File: config.mk
export PLATFORM = sky130hd
export DESIGN_NAME = iut_cmp
export DESIGN_NICKNAME = d
export VERILOG_FILES = /design/src/hdl/iut_pkg.sv /design/src/hdl/iut_cmp.sv
export SDC_FILE = /design/constraint.sdc
export NUM_CORES = 1
export LEC_CHECK = 0
export BUFFER_PORTS_ARGS = -buffer_cell sky130_fd_sc_hd__buf_2
export CELL_PAD_IN_SITES_DETAIL_PLACEMENT = 1
export CELL_PAD_IN_SITES_GLOBAL_PLACEMENT = 2
export CORE_MARGIN = 3
export CORE_UTILIZATION = 21
export DETAILED_ROUTE_END_ITERATION = 8
export MAX_ROUTING_LAYER = met4
export PLACE_DENSITY = 0.95
export SLEW_MARGIN = 20
export SYNTH_ARGS = -nofsm -noshare
export SYNTH_HDL_FRONTEND = slang
export SYNTH_SLANG_ARGS = --single-unit
File: constraint.sdc
create_clock -name vclk -period 4.2
set_input_delay 0.42 -clock vclk [all_inputs]
set_output_delay 0.42 -clock vclk [all_outputs]
set_load 0.005 [all_outputs]
File: src/hdl/iut_pkg.sv
// ----------------------------------------------------------------------------
// iut_pkg: shared widths for the interval union table
// Timestamp and stream word widths used by the table, the comparator and
// the top level.
// ----------------------------------------------------------------------------
package iut_pkg;

  localparam int TS_W      = 64;
  localparam int IN_W      = 128;
  localparam int OUT_W     = 264;
  localparam int COUNT_W   = 5;

endpackage

File: src/hdl/iut_cmp.sv
// ----------------------------------------------------------------------------
// iut_cmp: shared two-lane timestamp comparator
// Lane 0 gives less-than and equal, lane 1 gives less-than. The sequencer
// steers the operands of both lanes in every state.
// ----------------------------------------------------------------------------
module iut_cmp
  import iut_pkg::*;
(
  input  logic [TS_W-1:0] a0,
  input  logic [TS_W-1:0] b0,
  input  logic [TS_W-1:0] a1,
  input  logic [TS_W-1:0] b1,
  output logic            lt0,
  output logic            eq0,
  output logic            lt1
);

  // Unsigned compares, one per lane.
  assign lt0 = a0 < b0;
  assign eq0 = a0 == b0;
  assign lt1 = a1 < b1;

endmodule

After elaboration in Yosys (flattened, before gate mapping). Index checks and enable logic that the tools add are counted.

Bits in registers: 0. Latch bits: 0. Memory bits (writable): 0. ROM bits: 0. Input bits: 256. Logic and storage cells: 3. Memories kept: 0.

$add $sub $neg: 0. Multipliers: 0. Div/mod/pow operators: 0. Order comparisons: 2. Equality and inequality tests: 1. Shift operators: 0. Muxes and demuxes: 0. Bitwise operators: 0. Reductions and logical operators: 0.

Operators by type and width (number): 64-bit less-than comparator (2); 64-bit equality test (1).

Depth between registers and ports, before layout.
Depth after elaboration: 1. Mapped depth: 8.

Worst setup path after synthesis. No wires, ideal clock.

Path type: input to output. Start point: input port b0[14]. End point: output port lt0. Arrival time: 1891 ps. Slack: 1889 ps. Cell stages on the path: 8. Buffers on the path: 0. Cells stage by stage: inv_1 -> ha_1 -> nand4_2 -> or4_4 -> a21o_1 -> o211ai_1 -> a31oi_1 -> o21a_1.

Cells in the longest elaborated chain, start to end: 1.

Ends and longest elaborated chain: from (decl) (RTL line iut_cmp.sv:10) `input logic [TS_W-1:0] b0,`; 64-bit less-than comparator (RTL line iut_cmp.sv:19) `assign lt0 = a0 < b0;`; to (decl) (RTL line iut_cmp.sv:13) `output logic lt0,`.

Every way passes these cells.

Worst setup path after layout.
Start point: input port b0[60]. End point: output port eq0.

Cells in the longest elaborated chain, start to end: 1.

Ends and longest elaborated chain: 64-bit equality test (RTL line iut_cmp.sv:20) `assign eq0 = a0 == b0;`; to (decl) (RTL line iut_cmp.sv:14) `output logic eq0,`.

Every way passes these cells.

==> run metrics <==
area occupied by multi-input gates 2720 sq um; crit-path leading delay family simple AND/OR/NAND/NOR gates; CP arrival approximately 2.4 ns; Crit Path Max Fanout 3; pwr/cell area 84.0 nW/um^2; WHS 1.40 ns; Cell Rows 44; Setup CP Type in -> out; crit-path cells buf_2 -> inv_1 -> ha_1 -> nand4_1 -> nor2_1 -> nand3_1 -> nor4_2 -> nand3_2 -> nor4_1 -> buf_2; Final Cycle Share 65.9%; routability congestion estimate 0.871; pin count of the biggest net entering global routing 5; Post-Synth XOR/XNOR Area 0%; die width ~130 um; post-CTS setup buffers 0; seq_cells 0; initial antenna violation count 1; hold violation total from the final report 0; Post-Synth Simple-Gate Area 17.0%; syn avg cell area roughly 7.0 sq um; Fillers just under 2000; CP max stage cell nor4_1; Least-Margin Pin Slew 0.437 ns; maximum VDD drop 0.0000298 V; drt wl/cell approximately 13 um; register area share after synthesis 0%; synth-to-layout area growth 47.8%; max_cap viols 0; setup_tns 0 ns; routed via count 3975; Leak 3.03 nW; dpl cells around 900; critical path startpoint category primary input; RSZ-0062 raised after global routing false; Die ar. 16800 sq um; DR iter-0 viols 67; post-route minimum period ~2.8 ns; final setup vio count 0; fmax between 300 and 400 MHz; Slew Limit Fails 0; largest family of logic cells by synthesized area adder cells; wire length of the first global-routing pass 18400 um; CLK BUF 0; storage element area 0 sq um; Core ar. about 15000 sq um; final non-filler cell total 899; Worst Hold Class in -> out; Die Ht between 100 and 150 um; Crit path top cell by count buf_2; crit path buf inv count 3; vias in the first global route 4129; outcome finished clean; Synth Area in Compound Gates 18.5%; post-synthesis mux area share 0%; post-route ant nets 0; hold bufs inserted after CTS 0; Cell variety after synth 36; residual DRC count 0; vias per inst 4.42; Synthesized Nets 838; number of gates resized after CTS 0; drt first pass iters 4; post-route setup slack about 1.4 ns; Boundary Pins 259; buffers added on ports roughly 260; largest stage delay on the critical path about 0.38 ns; total gr overflow 0; NumNets Final 1099; Worst Setup End Kind output port; Initial Utilization 21.8%; relative slew slack 70.1%; ratio of cells with drive above 1 in the final layout a little under two fifths; placed wire-length estimate 11900 um; Tot GR Track Use 13.7%; Synth warnings 0; Place WS between 1 and 1.5 ns; Total Routed Length between 10000 and 15000 um; Worst Path Required between 3 and 4 ns; Syn Std Cell Area 3200 sq um; area share of fa/ha/maj cells after synthesis about half; Mapped Cells 455
## cell families (layout without fill, tap and decap cells)
kind of cell | after synthesis | count (layout)
simple gates | 104 | 104
compound gates | 97 | 97
other cells | 0 | 1
fa+ha+maj | 127 | 127
buf+inv | 127 | 386
## power breakdown
group / internal, mW / total, mW / switching (mW)
Clock: 0.0000000318 / 0.0000000318 / 0
Sequential: 0 / 0 / 0
Combinational: 0.206 / 0.397 / 0.191
## synthesized netlist by cell type, types with 2 or more instances
master / n / area share [%]
a221oi_1: 4 / 1.1
ha_1: 127 / 50
a21o_1: 4 / 0.94
nor2_1: 17 / 2.0
nand2_1: 37 / 4.3
nor4_1: 2 / 0.39
and4_1: 2 / 0.55
o21ai_0: 10 / 1.6
and3_1: 2 / 0.39
o211ai_1: 5 / 1.2
a211oi_1: 8 / 1.9
nor3_1: 7 / 1.1
nand3_1: 12 / 1.9
a22oi_1: 2 / 0.47
a21boi_0: 2 / 0.47
nand2b_1: 2 / 0.39
nand4_2: 2 / 0.78
a21oi_1: 47 / 7.3
o21ai_1: 4 / 0.63
nand4_1: 15 / 2.9
inv_1: 127 / 15
o21a_1: 3 / 0.70
## stage by stage
step	area (sq um)	util, %	power [mW]
floorplan	3200	-	0.211
global placement	4730	32.2	0.396
detailed placement	4730	32.2	0.406
CTS	4730	32.2	0.408
global route	4730	32.2	0.468
finish	4730	32.2	0.397
## worst paths after layout
| check | from | end | slack, ns | cells after the start |
|---|---|---|---|---|
| worst min-delay path | a1[63] | lt1 | 1.40 | 5 |
| worst max-delay path | b0[60] | eq0 | 1.43 | 10 |
## cell type report
cell class                 count  share of cell area [%]
multi-input combinational    328                    57.6
timing repair buffer         259                    27.4
inverter                     127                    10.1
tap                          184                    4.87
antenna                        1                  0.0529
## metal layers
metal | share of wire, % | track usage (%)
met5 | 0 | -
met4 | 0.90 | 1.10
met3 | 9.5 | 2.18
met2 | 49 | 26.3
met1 | 41 | 15.5
## cells in the final DEF, fill, tap and decap left out, types with 3 or more instances in the layout
cell      count
nor3_1        7
o21ai_1       4
nand3_1      12
nand4_1      15
ha_1        127
buf_2       259
a221oi_1      4
o21ai_0      10
inv_1       127
o21a_1        3
a21oi_1      47
nand2_1      37
a211oi_1      8
nor2_1       17
a21o_1        4
o211ai_1      5
Note: power is estimated with default switching activity, not from simulation.
